### src/hdl/rmq_pkg.sv
`default_nettype none

package rmq_pkg;

    // Matrix and quaternion fields are signed fixed point
    localparam int FRAC_BITS = 16;
    localparam int D_W       = 18;
    localparam int N_IN      = 9;
    localparam int N_OUT     = 4;

    // Square-root argument: up to 3 * max entry + one, positive part
    localparam int A_W    = D_W + 3;
    localparam int ARG_W  = A_W - 1;
    localparam int RAD_W  = ARG_W + FRAC_BITS;
    localparam int ROOT_W = RAD_W / 2;
    localparam int REM_W  = ROOT_W + 2;

    // Numerators are sums or differences of two entries
    localparam int NUM_W = D_W + 1;
    localparam int DVD_W = NUM_W + FRAC_BITS;
    localparam int DEN_W = ROOT_W + 1;
    // Smallest positive argument gives a root of sqrt(2^FRAC_BITS), so the
    // divisor is at least 2^(FRAC_BITS/2 + 1) and the quotient stays below
    // 2^(DVD_W - FRAC_BITS/2 - 1)
    localparam int Q_W   = DVD_W - FRAC_BITS / 2 - 1;

    localparam int STAGES = 1 + ROOT_W + Q_W;

    localparam int IN_TDATA_W  = ((N_IN * D_W + 7) / 8) * 8;
    localparam int OUT_TDATA_W = ((N_OUT * D_W + 7) / 8) * 8;

    localparam logic signed [D_W-1:0] OUT_MAX = {1'b0, {(D_W-1){1'b1}}};
    localparam logic signed [D_W-1:0] OUT_MIN = {1'b1, {(D_W-1){1'b0}}};

    // Output slot codes
    localparam logic [1:0] SLOT_X = 2'd0;
    localparam logic [1:0] SLOT_Y = 2'd1;
    localparam logic [1:0] SLOT_Z = 2'd2;
    localparam logic [1:0] SLOT_W = 2'd3;

    // Sideband that travels beside the square root
    typedef struct packed {
        logic [N_OUT-1:0][NUM_W-1:0] num;
        logic [1:0]                  big;
        logic                        deg;
    } side_sqrt_t;

    // Sideband that travels beside the dividers
    typedef struct packed {
        logic [ROOT_W-1:0] root;
        logic [N_OUT-1:0]  neg;
        logic [1:0]        big;
        logic              deg;
    } side_div_t;

    // Apply sign to a quotient magnitude and clamp to the field range
    function automatic logic [D_W-1:0] sat_mag(input logic neg, input logic [Q_W-1:0] mag);
        logic [Q_W-1:0] neg_mag;
        logic [D_W-1:0] res;
        neg_mag = -mag;
        if (neg) begin
            if (mag > Q_W'(2 ** (D_W - 1))) begin
                res = OUT_MIN;
            end
            else begin
                res = neg_mag[D_W-1:0];
            end
        end
        else begin
            if (mag > Q_W'(2 ** (D_W - 1) - 1)) begin
                res = OUT_MAX;
            end
            else begin
                res = mag[D_W-1:0];
            end
        end
        return res;
    endfunction

endpackage

`default_nettype wire

### src/hdl/rmq_isqrt.sv
`default_nettype none

// Pipelined restoring integer square root, one result bit per stage
module rmq_isqrt
    import rmq_pkg::*;
(
    input  wire logic              clk,
    input  wire logic              en,
    input  wire logic [RAD_W-1:0]  rad,
    output logic      [ROOT_W-1:0] root
);

    logic [REM_W-1:0]  rem_reg   [ROOT_W];
    logic [ROOT_W-1:0] root_reg  [ROOT_W];
    logic [RAD_W-1:0]  rad_reg   [ROOT_W];
    logic [REM_W-1:0]  rem_next  [ROOT_W];
    logic [ROOT_W-1:0] root_next [ROOT_W];
    logic [RAD_W-1:0]  rad_next  [ROOT_W];

    // Each stage brings down two radicand bits and tries one root bit
    always_comb
    begin
        logic [REM_W-1:0]  rem_in;
        logic [ROOT_W-1:0] root_in;
        logic [RAD_W-1:0]  rad_in;
        logic [REM_W+1:0]  rem_sh;
        logic [REM_W+1:0]  trial;
        for (int s = 0; s < ROOT_W; s++) begin
            if (s == 0) begin
                rem_in  = '0;
                root_in = '0;
                rad_in  = rad;
            end
            else begin
                rem_in  = rem_reg[s-1];
                root_in = root_reg[s-1];
                rad_in  = rad_reg[s-1];
            end
            rem_sh = {rem_in, rad_in[RAD_W-1 -: 2]};
            trial  = {{(REM_W-ROOT_W){1'b0}}, root_in, 2'b01};
            if (rem_sh >= trial) begin
                rem_next[s]  = REM_W'(rem_sh - trial);
                root_next[s] = {root_in[ROOT_W-2:0], 1'b1};
            end
            else begin
                rem_next[s]  = rem_sh[REM_W-1:0];
                root_next[s] = {root_in[ROOT_W-2:0], 1'b0};
            end
            rad_next[s] = {rad_in[RAD_W-3:0], 2'b00};
        end
    end

    // Advance all stages together
    always_ff @(posedge clk)
    begin
        if (en) begin
            for (int s = 0; s < ROOT_W; s++) begin
                rem_reg[s]  <= rem_next[s];
                root_reg[s] <= root_next[s];
                rad_reg[s]  <= rad_next[s];
            end
        end
    end

    assign root = root_reg[ROOT_W-1];

endmodule

`default_nettype wire

### config.mk
export PLATFORM = sky130hd
export DESIGN_NAME = rmq_isqrt
export DESIGN_NICKNAME = d
export VERILOG_FILES = /design/src/hdl/rmq_pkg.sv /design/src/hdl/rmq_isqrt.sv
export SDC_FILE = /design/constraint.sdc
export NUM_CORES = 1
export LEC_CHECK = 0
export ABC_AREA = 1
export BUFFER_PORTS_ARGS = -buffer_cell sky130_fd_sc_hd__buf_2
export CORE_ASPECT_RATIO = 0.7
export CORE_MARGIN = 2
export CORE_UTILIZATION = 65
export CTS_BUF_LIST = sky130_fd_sc_hd__clkbuf_8
export CTS_CLUSTER_SIZE = 16
export DETAILED_ROUTE_END_ITERATION = 10
export MAX_ROUTING_LAYER = met4
export PLACE_DENSITY = 0.82
export RECOVER_POWER = 50
export SYNTH_ARGS = -nofsm -noshare
export SYNTH_HDL_FRONTEND = slang
export SYNTH_SLANG_ARGS = --single-unit
### constraint.sdc
create_clock -name clk -period 4.6 [get_ports clk]
set_input_delay 0.46 -clock clk [delete_from_list [all_inputs] [get_ports clk]]
set_output_delay 0.46 -clock clk [all_outputs]
set_load 0.1 [all_outputs]
Word level (Yosys, flattened, before mapping)
Memory sizes are Yosys's and may differ from the RTL's.
Index checks and enable logic that the tools add are counted.
W data, S select, Z words.
{"block": "classes", "n_addsub": 18, "order_cmp": 18, "mux": 38}
{"cell": "$ge A22 B20 Y1", "count": 17}
{"cell": "$mux W20", "count": 18}
{"cell": "$sub A20 B20 Y20", "count": 17}
{"cell": "$mux W1", "count": 20}
{"cell": "$sub A2 B1 Y3 const B", "count": 1}
{"cell": "$ge A2 B1 Y1 const B", "count": 1}
{"block": "word_totals", "regBits": 0, "mem_bits_rw": 1296, "input_bits": 38, "elab_cells": 77, "memories": 3}
{"name": "rad_reg", "words": 18, "word_bits": 34, "read_ports": 17, "rd_clocked_by_memory_dff": 0, "write_ports": 18, "line": "rmq_isqrt.sv:15", "text": "logic [RAD_W-1:0] rad_reg [ROOT_W];"}
{"name": "rem_reg", "words": 18, "word_bits": 20, "read_ports": 17, "rd_clocked_by_memory_dff": 0, "write_ports": 18, "line": "rmq_isqrt.sv:13", "text": "logic [REM_W-1:0] rem_reg [ROOT_W];"}
{"name": "root_reg", "words": 18, "word_bits": 18, "read_ports": 18, "rd_clocked_by_memory_dff": 0, "write_ports": 18, "line": "rmq_isqrt.sv:14", "text": "logic [ROOT_W-1:0] root_reg [ROOT_W];"}

Depth between registers and ports, before layout
An unclocked memory read counts as a cell.
{"block": "logic_depth", "ltp_word": 3, "depth_mapped": 15, "mapped_depth_nobuf": 14}

Worst setup path before layout
Ideal clock, no wire load.
{"block": "synth_timing", "kind": "register to register", "start": "memory rem_reg[10][3] in the netlist's numbering", "end": "memory rem_reg[11][3] in the netlist's numbering, data pin", "setup_time_ns": 0.257, "arrival_time_ns": 1.697, "required_ns": 4.343, "path_slack_ns": 2.646, "path_stages_with_launch": 12, "n_path_buf": 1, "synth_period_minus_slack_ns": 1.954, "cell_sequence": "edfxtp_1 > ha_1 > nand2_2 > inv_2 > nand2_1 > nand2_1 > or2_4 > nand2_4 > nand2_4 > nor2_8 > buf_12 > o21ai_2"}
{"item": "start, declared", "line": "rmq_isqrt.sv:13"}

==> out/metrics.yaml <==
status:
  status: "finished, violations left"
  violations: "capacitance limit, slew limit"
hold_path:
  hold_depth: 2
  hold_path.class: "input pin to register"
  hold_start: "rad[25]"
  hold_end: "rad_reg[0][25]"
synth:
  synthFlopType: "edfxtp_1"
  synth.most_common_cell: "nand2_1"
  ys_types: 53
  synth.largest_area_cell: "edfxtp_1"
  postSynthAreaPerCell_um2: 9.502
  yosysWarnings: 0
  yosysTopAreaCellShare_pct: 57.22
  synth_area_leaders: "edfxtp_1 (57%), nand2_1 (12%), inv_1 (6.1%)"
  async_reset_ff_share_pct: 0
  ys_seq_elements: 794
  synth_edf_count: 794
  syn_inst: 4385
  netlist_area_um2: 41670
  yosysSeqAreaShare_pct: 57.22
  synth_nets: 4613
  synth_common_cells: "nand2_1 (1,333), edfxtp_1 (794), inv_1 (678)"
worst_setup_path:
  path_common_cell: "clkbuf_2"
  reg2reg_setup_slack_ns: 1.28
  crit_path_top_delay_cell: "clkbuf_2"
  reg2reg_to: "rem_reg[5][4]"
  crit_type: "input pin to register"
  critPathBufInv: 2
  arrival_ns: 4.06
  crit_required_ns: 4.95
  worst_setup_path_start_kind: "input pin"
  crit_chain: "clkbuf_2 > clkbuf_2"
  crit_family: "buffers and inverters"
  r2r_start: "root_reg[4][0]"
  r2r_cells: 10
  cp-end-kind: "register"
  cp_max_fo: 111
  slowest_delay_ns: 2.12
layout:
  fin_nets: 4799
  drive_above_1_share_pct: 7.382
  largest_reg_flops: 317
  area_growth_pct: 8.582
  post-route-util_pct: 71.48
floorplan:
  start_util_pct: 65.83
  core_area_um2: 63300
  chipWidth_um: 306.6
  ios: 56
  std_cell_rows: 77
  dieArea_um2: 66180
  die_h_um: 215.8
global_route:
  grt_pass1_wl_mm: 157.0
  grt_antenna_before_repair: 2
  grt_use_total_pct: 32.00
  grt_overflow: 0
  grt_pass1_vias: 28050
  grt_max_degree: 112
power:
  max-vdd-ir-drop_v: 0.0003477
  power.density_nw_per_um2: 409.6
  power_leakage_nw: 20.18
drt:
  viasPerCell: 5.564
  drtPass1Iterations: 7
  ant_nets: 0
  routed_wl_mm: 102.8
  drcViolationCount: 0
  vias: 30550
  wl_per_cell_um: 18.73
  drtIter0Drc: 4033
sta:
  fin_crit_ns: 3.710
  maxSlewViolCount: 108
  fin_worst_skew_ns: 0.03237
  min_period_over_period_pct: 80.65
  hold_viol: 0
  tns_ns: 0
  tightest_slew_ns: 3.087
  slew_headroom_pct: -105.8
  max_freq_mhz: 269.5
  finalSetupViolCount: 0
  rsz0062_at_grt: "false"
clocking:
  root_buffer: "clkbuf_8"
  cts_setup_buffers: 0
  cts_buffers: 113
  cts_max_level: 3
  clk_latency_ns: 0.76
  cts_tree: "done"
  clock-sinks: 794
  clk_pin_slew_ns: 0.06
  cts_max_path_buffers: 3
flow_run:
  cap_viol_max_count: 1
place:
  io_buffers: 55
  post-dp-hpwl_mm: 76.10
  gp_congestion: 1.008
[power breakdown]
group | switching (W) | internal, W | total (W)
combinational | 0.00255 | 0.00124 | 0.00379
clock | 0.00277 | 0.00255 | 0.00531
sequential | 0.000539 | 0.00889 | 0.00943
[timing repair]
action / CTS / global route
gates resized for setup: 0 / 0
hold buffers: 37 / 0
hold endpoints to repair: 37 / 0
setup endpoints to repair: 0 / 0
[routing by layer]
layer	share of wire (%)	vias to the layer above	track usage (%)
li1	-	14800	-
met1	47	14050	49.89
met2	38	1572	39.88
met3	14	134	11.03
met4	1.4	0	6.552
met5	0	-	-
[stage by stage]
stage,setup slack [ns],power (W),area [um2],hold slack [ns],std cells
floorplan,2.646,0.01192,41670,0.4003,4385
global placement,1.530,0.01310,42830,0.4000,5248
detailed placement,1.529,0.01317,42830,0.4045,5248
CTS,1.473,0.01847,45310,0.2811,5489
global route,0.5701,0.01941,45240,0.3659,5491
finish,0.8900,0.01853,45240,0.3928,5491
[cell type report]
type / count / area (um2)
diodes: 2 / 5.005
clock buffers: 113 / 1555
clock inverters: 91 / 545.5
fillers: 4582 / 18050
inverters: 700 / 2638
multi-input cells: 2856 / 14840
flip-flops and latches: 794 / 23840
well taps: 829 / 1037
repair buffers: 106 / 779.5
[layout by cell type, fill, tap and decap left out, types with 26 or more instances in the layout]
cell type / netlist / routed
o21ai_0: 100 / 100
nor3_1: 39 / 39
o21ai_1: 30 / 30
nand3b_1: 38 / 38
xnor2_1: 60 / 60
inv_1: 678 / 711
nand3_1: 249 / 249
a21oi_2: 26 / 26
clkbuf_8: 0 / 113
dlygate4sd3_1: 0 / 37
nor2_1: 353 / 353
clkinv_1: 0 / 35
nand2_1: 1333 / 1333
edfxtp_1: 794 / 794
ha_1: 190 / 190
buf_2: 5 / 46
xor2_1: 86 / 86
nand4_1: 48 / 48
a21oi_1: 169 / 169
[worst max-delay path by stage]
| stage | from | to | slack [ns] | cells past startpoint |
|---|---|---|---|---|
| final | en | rem_reg[3][8] | 0.89 | 2 |
| after global placement | root_reg[4][0] | rem_reg[5][3] | 1.53 | 10 |
| after detailed placement | root_reg[4][1] | rem_reg[5][4] | 1.53 | 10 |
| after floorplan | rem_reg[10][3] | rem_reg[11][3] | 2.65 | 11 |
| after CTS | root_reg[4][0] | rem_reg[5][4] | 1.47 | 10 |
| after global routing | en | rem_reg[3][11] | 0.57 | 2 |
[kinds of logic (layout without fill, tap and decap cells)]
kind of cell             Yosys count  in the layout  synth area share, %
buffers and inverters            735           1010                7.162
adder cells (fa/ha/maj)          190            190                5.706
flip-flops                       794            794                57.22
XOR/XNOR                         146            146                3.069
AO/OA/AOI/OAI                    367            367                5.066
other                              1              3             0.009000
AND/OR/NAND/NOR                 2152           2152                21.77
Power figures use the tool's default switching activity.
