$ cat src/hdl/rmq_pkg.sv
`default_nettype none

package rmq_pkg;

    // Matrix and quaternion fields are signed fixed point
    localparam int FRAC_BITS = 16;
    localparam int D_W       = 18;
    localparam int N_IN      = 9;
    localparam int N_OUT     = 4;

    // Square-root argument: up to 3 * max entry + one, positive part
    localparam int A_W    = D_W + 3;
    localparam int ARG_W  = A_W - 1;
    localparam int RAD_W  = ARG_W + FRAC_BITS;
    localparam int ROOT_W = RAD_W / 2;
    localparam int REM_W  = ROOT_W + 2;

    // Numerators are sums or differences of two entries
    localparam int NUM_W = D_W + 1;
    localparam int DVD_W = NUM_W + FRAC_BITS;
    localparam int DEN_W = ROOT_W + 1;
    // Smallest positive argument gives a root of sqrt(2^FRAC_BITS), so the
    // divisor is at least 2^(FRAC_BITS/2 + 1) and the quotient stays below
    // 2^(DVD_W - FRAC_BITS/2 - 1)
    localparam int Q_W   = DVD_W - FRAC_BITS / 2 - 1;

    localparam int STAGES = 1 + ROOT_W + Q_W;

    localparam int IN_TDATA_W  = ((N_IN * D_W + 7) / 8) * 8;
    localparam int OUT_TDATA_W = ((N_OUT * D_W + 7) / 8) * 8;

    localparam logic signed [D_W-1:0] OUT_MAX = {1'b0, {(D_W-1){1'b1}}};
    localparam logic signed [D_W-1:0] OUT_MIN = {1'b1, {(D_W-1){1'b0}}};

    // Output slot codes
    localparam logic [1:0] SLOT_X = 2'd0;
    localparam logic [1:0] SLOT_Y = 2'd1;
    localparam logic [1:0] SLOT_Z = 2'd2;
    localparam logic [1:0] SLOT_W = 2'd3;

    // Sideband that travels beside the square root
    typedef struct packed {
        logic [N_OUT-1:0][NUM_W-1:0] num;
        logic [1:0]                  big;
        logic                        deg;
    } side_sqrt_t;

    // Sideband that travels beside the dividers
    typedef struct packed {
        logic [ROOT_W-1:0] root;
        logic [N_OUT-1:0]  neg;
        logic [1:0]        big;
        logic              deg;
    } side_div_t;

    // Apply sign to a quotient magnitude and clamp to the field range
    function automatic logic [D_W-1:0] sat_mag(input logic neg, input logic [Q_W-1:0] mag);
        logic [Q_W-1:0] neg_mag;
        logic [D_W-1:0] res;
        neg_mag = -mag;
        if (neg) begin
            if (mag > Q_W'(2 ** (D_W - 1))) begin
                res = OUT_MIN;
            end
            else begin
                res = neg_mag[D_W-1:0];
            end
        end
        else begin
            if (mag > Q_W'(2 ** (D_W - 1) - 1)) begin
                res = OUT_MAX;
            end
            else begin
                res = mag[D_W-1:0];
            end
        end
        return res;
    endfunction

endpackage

`default_nettype wire

$ cat src/hdl/rmq_div.sv
`default_nettype none

// Pipelined restoring unsigned divider, one quotient bit per stage
module rmq_div
    import rmq_pkg::*;
(
    input  wire logic             clk,
    input  wire logic             en,
    input  wire logic [DVD_W-1:0] dvd,
    input  wire logic [DEN_W-1:0] den,
    output logic      [Q_W-1:0]   quot
);

    logic [DEN_W-1:0] rem_reg   [Q_W];
    logic [Q_W-1:0]   quot_reg  [Q_W];
    logic [Q_W-1:0]   lo_reg    [Q_W];
    logic [DEN_W-1:0] den_reg   [Q_W];
    logic [DEN_W-1:0] rem_next  [Q_W];
    logic [Q_W-1:0]   quot_next [Q_W];
    logic [Q_W-1:0]   lo_next   [Q_W];
    logic [DEN_W-1:0] den_next  [Q_W];

    // Shift in one dividend bit, subtract the divisor where it fits
    always_comb
    begin
        logic [DEN_W-1:0] rem_in;
        logic [Q_W-1:0]   quot_in;
        logic [Q_W-1:0]   lo_in;
        logic [DEN_W-1:0] den_in;
        logic [DEN_W:0]   rem_sh;
        for (int s = 0; s < Q_W; s++) begin
            if (s == 0) begin
                rem_in  = DEN_W'(dvd[DVD_W-1:Q_W]);
                quot_in = '0;
                lo_in   = dvd[Q_W-1:0];
                den_in  = den;
            end
            else begin
                rem_in  = rem_reg[s-1];
                quot_in = quot_reg[s-1];
                lo_in   = lo_reg[s-1];
                den_in  = den_reg[s-1];
            end
            rem_sh = {rem_in, lo_in[Q_W-1]};
            if (rem_sh >= {1'b0, den_in}) begin
                rem_next[s]  = DEN_W'(rem_sh - {1'b0, den_in});
                quot_next[s] = {quot_in[Q_W-2:0], 1'b1};
            end
            else begin
                rem_next[s]  = rem_sh[DEN_W-1:0];
                quot_next[s] = {quot_in[Q_W-2:0], 1'b0};
            end
            lo_next[s]  = {lo_in[Q_W-2:0], 1'b0};
            den_next[s] = den_in;
        end
    end

    // Advance all stages together
    always_ff @(posedge clk)
    begin
        if (en) begin
            for (int s = 0; s < Q_W; s++) begin
                rem_reg[s]  <= rem_next[s];
                quot_reg[s] <= quot_next[s];
                lo_reg[s]   <= lo_next[s];
                den_reg[s]  <= den_next[s];
            end
        end
    end

    assign quot = quot_reg[Q_W-1];

endmodule

`default_nettype wire

$ cat config.mk
export PLATFORM = sky130hd
export DESIGN_NAME = rmq_div
export DESIGN_NICKNAME = d
export VERILOG_FILES = /design/src/hdl/rmq_pkg.sv /design/src/hdl/rmq_div.sv
export SDC_FILE = /design/constraint.sdc
export NUM_CORES = 2
export LEC_CHECK = 0
export ABC_CLOCK_PERIOD_IN_PS = 4300
export BUFFER_PORTS_ARGS = -buffer_cell sky130_fd_sc_hd__buf_2
export CORE_ASPECT_RATIO = 1.4
export CORE_UTILIZATION = 31
export DETAILED_ROUTE_END_ITERATION = 8
export PLACE_DENSITY_LB_ADDON = 0.1
export SYNTH_ARGS = -nofsm -noshare
export SYNTH_HDL_FRONTEND = slang
export SYNTH_SLANG_ARGS = --single-unit
$ cat constraint.sdc
create_clock -name clk -period 4.3 [get_ports clk]
set_clock_uncertainty 0.2 [all_clocks]
set_input_delay 0.86 -clock clk [delete_from_list [all_inputs] [get_ports clk]]
set_output_delay 0.86 -clock clk [all_outputs]
set_load 0.01 [all_outputs]
Yosys cells after proc, flatten, opt, wreduce, memory -nomap -nowiden
Memories as Yosys holds them, arrays and structs flattened.
Index checks and enable logic that the tools add are counted.
{ "classes": {"addsub": 26, "order_cmp": 26, "n_mux": 54} }
{ "ops": {"columns": ["operator", "count"], "rows": [
  ["20-bit by 19-bit greater-or-equal comparator with 1-bit output", 25],
  ["19-bit two-way mux", 26],
  ["19-bit subtractor", 25],
  ["1-bit two-way mux", 28],
  ["10-bit by 19-bit greater-or-equal comparator with 1-bit output", 1],
  ["10-bit by 19-bit subtractor with 19-bit output", 1]
]} }
{ "totals": {"regBits": 0, "ramBits": 2314, "output_inout_bits": 26, "wordCells": 110, "memories": 4} }
{ "memory_table": {"columns": ["name", "words", "width", "read_ports", "rd_ports_with_merged_regs", "wr", "line", "rtl"], "rows": [
  ["quot_reg", 26, 26, 26, 0, 26, "rmq_div.sv:15", "logic [Q_W-1:0] quot_reg [Q_W];"],
  ["lo_reg", 26, 25, 25, 0, 26, "rmq_div.sv:16", "logic [Q_W-1:0] lo_reg [Q_W];"],
  ["den_reg", 26, 19, 25, 0, 26, "rmq_div.sv:17", "logic [DEN_W-1:0] den_reg [Q_W];"],
  ["rem_reg", 26, 19, 25, 0, 26, "rmq_div.sv:14", "logic [DEN_W-1:0] rem_reg [Q_W];"]
]} }

Logic depth before layout (Yosys ltp)
An unclocked memory read counts as a cell.
{ "logic_depth": {"word_depth": 3, "ltp_mapped": 13, "mapped_depth_nobuf": 12} }

Worst setup path before layout
Ideal clock, no wire load.
{ "synth_path": {"kind": "input-to-reg", "from": "input dvd[25]", "to": "memory rem_reg[0][12] in the netlist's numbering (data pin)", "setup_time_ps": 269, "t_arrival_ps": 3082, "required_time_ps": 3831, "slack_ps": 749, "cell_stages": 12, "n_path_buf": 0, "cell_sequence": "inv_1 -> ha_1 -> inv_1 -> fa_1 -> a21o_1 -> a21oi_1 -> o21bai_1 -> a2111oi_1 -> o31ai_1 -> a21oi_1 -> o31ai_1 -> nor3b_1"} }
{ "synth_rtl": {"columns": ["item", "line", "rtl"], "rows": [
  ["start: declaration", "rmq_div.sv:9", "input wire logic [DVD_W-1:0] dvd,"],
  ["end: declaration", "rmq_div.sv:14", null]
]} }

==> impl_metrics.py <==
metrics = {
    "synthesis": {
        "ys_types": 101,
        "synth_nets": 6652,
        "syn_area_sq_um": 78700,
        "yosys_warnings": 0,
        "async_flop_share_pct": 0,
        "syn_inst": 6086,
        "seq_area_frac_synth_pct": 62.0,
        "ys_ff_latch": 1626,
        "ys.flop_type": "edfxtp_1",
        "synth-edff-count": 1626,
        "syn_area_per_cell_sq_um": 12.9,
    },
    "sta": {
        "tns_ns": 0,
        "min_period_over_period_pct": 90.3,
        "fin_crit_ns": 3.88,
        "grt_setup_unrepaired": "false",
        "setup_ws_ns": 0.416,
        "slew-limit-headroom_pct": 25.2,
        "drv_slew": 0,
        "worst-slew-pin-transition_ns": 1.12,
        "fmax_ghz": 0.257,
        "holdWs_ns": 0.0885,
        "setup_viol": 0,
        "hold_viol_final": 0,
    },
    "global_routing": {
        "grt_util_all_layers_pct": 13.9,
        "antenna_found_initial": 2,
        "grt_pass1_vias": 48638,
        "grt-ovfl-total": 0,
        "busiest_layer": "met2",
        "use_met1_pct": 13.4,
        "grt_pass1_wl_mm": 279,
        "grt_max_degree": 99,
        "met2_usage_pct": 28.8,
        "use_met3_pct": 1.97,
    },
    "critical_path": {
        "slowest_delay_ns": 0.80,
        "crit_type": "flop to flop",
        "critPathLaunchType": "flop",
        "worstPathBufferInverterCount": 0,
        "cp-end-kind": "flop",
        "arrival_ns": 4.26,
        "crit_slowest_cell": "a22o_1",
        "required_ns": 4.68,
        "cpLargestDelayFamily": "compound AO/OA/AOI/OAI gates",
        "rrSetupSlack_ns": 0.42,
        "r2r_cells": 9,
        "cp_max_fo": 20,
        "cp-startpoint": "rem_reg[0][39]$_DFFE_PP_",
        "r2r-end": "rem_reg[0][61]$_DFFE_PP_",
        "cp_common_cell": "o31ai_1",
        "crit_cells": 9,
        "reg2reg_from": "rem_reg[0][39]$_DFFE_PP_",
        "crit_path_cell_trace": "ha_1 -> nor2b_1 -> o2111ai_1 -> nand2_1 -> a31oi_1 -> o31ai_1 -> o31ai_1 -> a22o_1 -> mux2_2",
        "critPathCapture": "rem_reg[0][61]$_DFFE_PP_",
    },
    "clock_tree": {
        "clk_transition_reported_paths_ns": 0.06,
        "h-tree-depth": 4,
        "cts_resized": 0,
        "clk_latency_ns": 0.87,
        "cts_tree": "done",
        "cts-buffers-inserted": 190,
        "clockBufferDepth": 4,
        "clockRootBuffer": "clkbuf_16",
        "clock-sinks": 1626,
    },
    "detailed_routing": {
        "vias": 46877,
        "drt_iter0_markers": 2449,
        "wirelength_mm": 180,
        "drc_errors": 0,
        "firstDrtPassIters": 6,
        "post_drt_via_cell_ratio": 4.76,
        "ant_nets": 0,
        "wl_per_cell_um": 18.3,
    },
    "power": {
        "power.density_nw_per_um2": 706,
        "cellLeakagePower_nw": 34.9,
        "power_mw": 63.8,
        "peakVddDrop_mv": 0.320,
    },
    "place": {
        "dp_cells": 9475,
        "dpl_worst_slack_ns": 0.374,
        "detailed_place_hpwl_mm": 134,
        "placed_cell_area_sq_um": 84000,
        "portBuffers": 81,
        "routabilityCongestion": 0.854,
    },
    "finish": {
        "n_fill_cell": 24549,
        "design_area_sq_um": 90300,
        "area_delta_synth_final_pct": 14.8,
        "final_cell_mix": "1626 x edfxtp_1, 621 x inv_1, 485 x ha_1",
        "drive_above_1_share_pct": 10.3,
        "mostFrequentLayoutCell": "edfxtp_1",
        "finish.utilization_pct": 35.8,
        "final_cell_count_no_fill": 9844,
        "nets": 6975,
    },
    "die": {
        "ios": 82,
        "die-area_sq_um": 256000,
        "initial_core_util_pct": 31.2,
        "core-area_sq_um": 252000,
        "dieHeight_um": 598,
        "placementRows": 218,
        "fp.dieW_um": 428,
    },
    "hold_path": {
        "worstHoldPathType": "input port to flop",
    },
    "run_status": {
        "outcome": "complete, no violations",
    },
    "job": {
        "cap_violations": 0,
    },
}
==> synth_stat cells (12+ instances only) <==
cell type,count,area (sq um)
a21o_1,142,1070
clkbuf_1,51,191
a211o_1,21,184
a211oi_1,60,450
or4_1,12,90.1
nor2_1,328,1230
or3_1,37,231
edfxtp_1,1626,48800
ha_1,485,6070
nand4_1,62,388
inv_1,621,2330
nor2b_1,71,444
o21bai_1,39,293
o21ai_0,353,1770
buf_2,33,165
nor3_1,103,515
o31a_1,22,193
mux2i_1,27,270
o21ai_1,22,110
fa_1,25,500
xnor2_1,194,1700
a21oi_1,360,1800
nand2b_1,76,475
nand2_1,385,1450
mux2_1,36,405
o31ai_1,44,330
mux2_4,17,255
xor2_1,134,1170
and3_1,35,219
o21a_1,76,571
a31oi_1,48,300
o211ai_1,33,248
mux2_2,125,1410
nor4_1,18,113
and2_1,23,144
a21boi_0,19,143
nand3_1,72,360
o2111ai_1,13,114
or2_2,31,194
==> worst min-delay path by stage <==
| stage | from | end | slack, ns | cells past startpoint |
|---|---|---|---|---|
| finish | dvd[9] | lo_reg[0][9]$_DFFE_PP_ | 0.09 | 1 |
| global route | dvd[9] | lo_reg[0][9]$_DFFE_PP_ | 0.03 | 1 |
| CTS | dvd[9] | lo_reg[0][9]$_DFFE_PP_ | 0.001 | 1 |
| detailed placement | lo_reg[0][92]$_DFFE_PP_ | lo_reg[0][118]$_DFFE_PP_ | 0.20 | 0 |
| global placement | quot_reg[0][297]$_DFFE_PP_ | quot_reg[0][324]$_DFFE_PP_ | 0.20 | 0 |
| floorplan | lo_reg[0][78]$_DFFE_PP_ | lo_reg[0][104]$_DFFE_PP_ | 0.20 | 0 |
==> worst reg2reg max path, stage by stage, from the launching register on <==
cell and delay (ns):
edfxtp_1 0.39, ha_1 0.36, nor2b_1 0.17, o2111ai_1 0.18, nand2_1 0.14, a31oi_1 0.47, o31ai_1 0.23, o31ai_1 0.26
a22o_1 0.80, mux2_2 0.43
==> layout make-up <==
cell class                      count  area [sq um]  area share, %
Tap cell                         3300          4130           4.57
Clock buffer                      227          4980           5.51
Sequential cell                  1626         48800           54.1
Inverter                          627          2350           2.61
Antenna cell                        1          2.50        0.00277
Clock inverter                     99           920           1.02
Multi-Input combinational cell   3731         27100           30.0
Timing Repair Buffer              233          2020           2.23
==> kinds of logic (layout without fill, tap and decap cells) <==
family / after synthesis / in the layout / share of synthesized area (%)
buf+inv: 729 / 1186 / 3.64
mux: 205 / 205 / 2.97
xor+xnor: 328 / 328 / 3.65
flops: 1626 / 1626 / 62.0
compound gates: 1387 / 1387 / 11.4
simple gates: 1301 / 1301 / 7.97
other cells: 0 / 1 / 0
fa+ha+maj: 510 / 510 / 8.35
==> layer usage <==
layer	wire length (um)	part of all wire (%)	vias up
met4	7220	4.0	0
met2	104000	58	684
li1	-	-	23267
met5	0	0	-
met3	5370	3.0	368
met1	63700	35	22558
==> repair_timing <==
action / in CTS / in global routing
endpoints found under the hold margin: 42 / 0
hold buffers: 42 / 0
setup buffers: 0 / 0
==> power by group <==
group,leakage [nW],internal [mW],switching [mW]
clock,2.87,9.16,6.47
combinational,16.2,10.6,13.3
sequential,15.9,22.2,2.03
(Power assumes the default switching activity.)
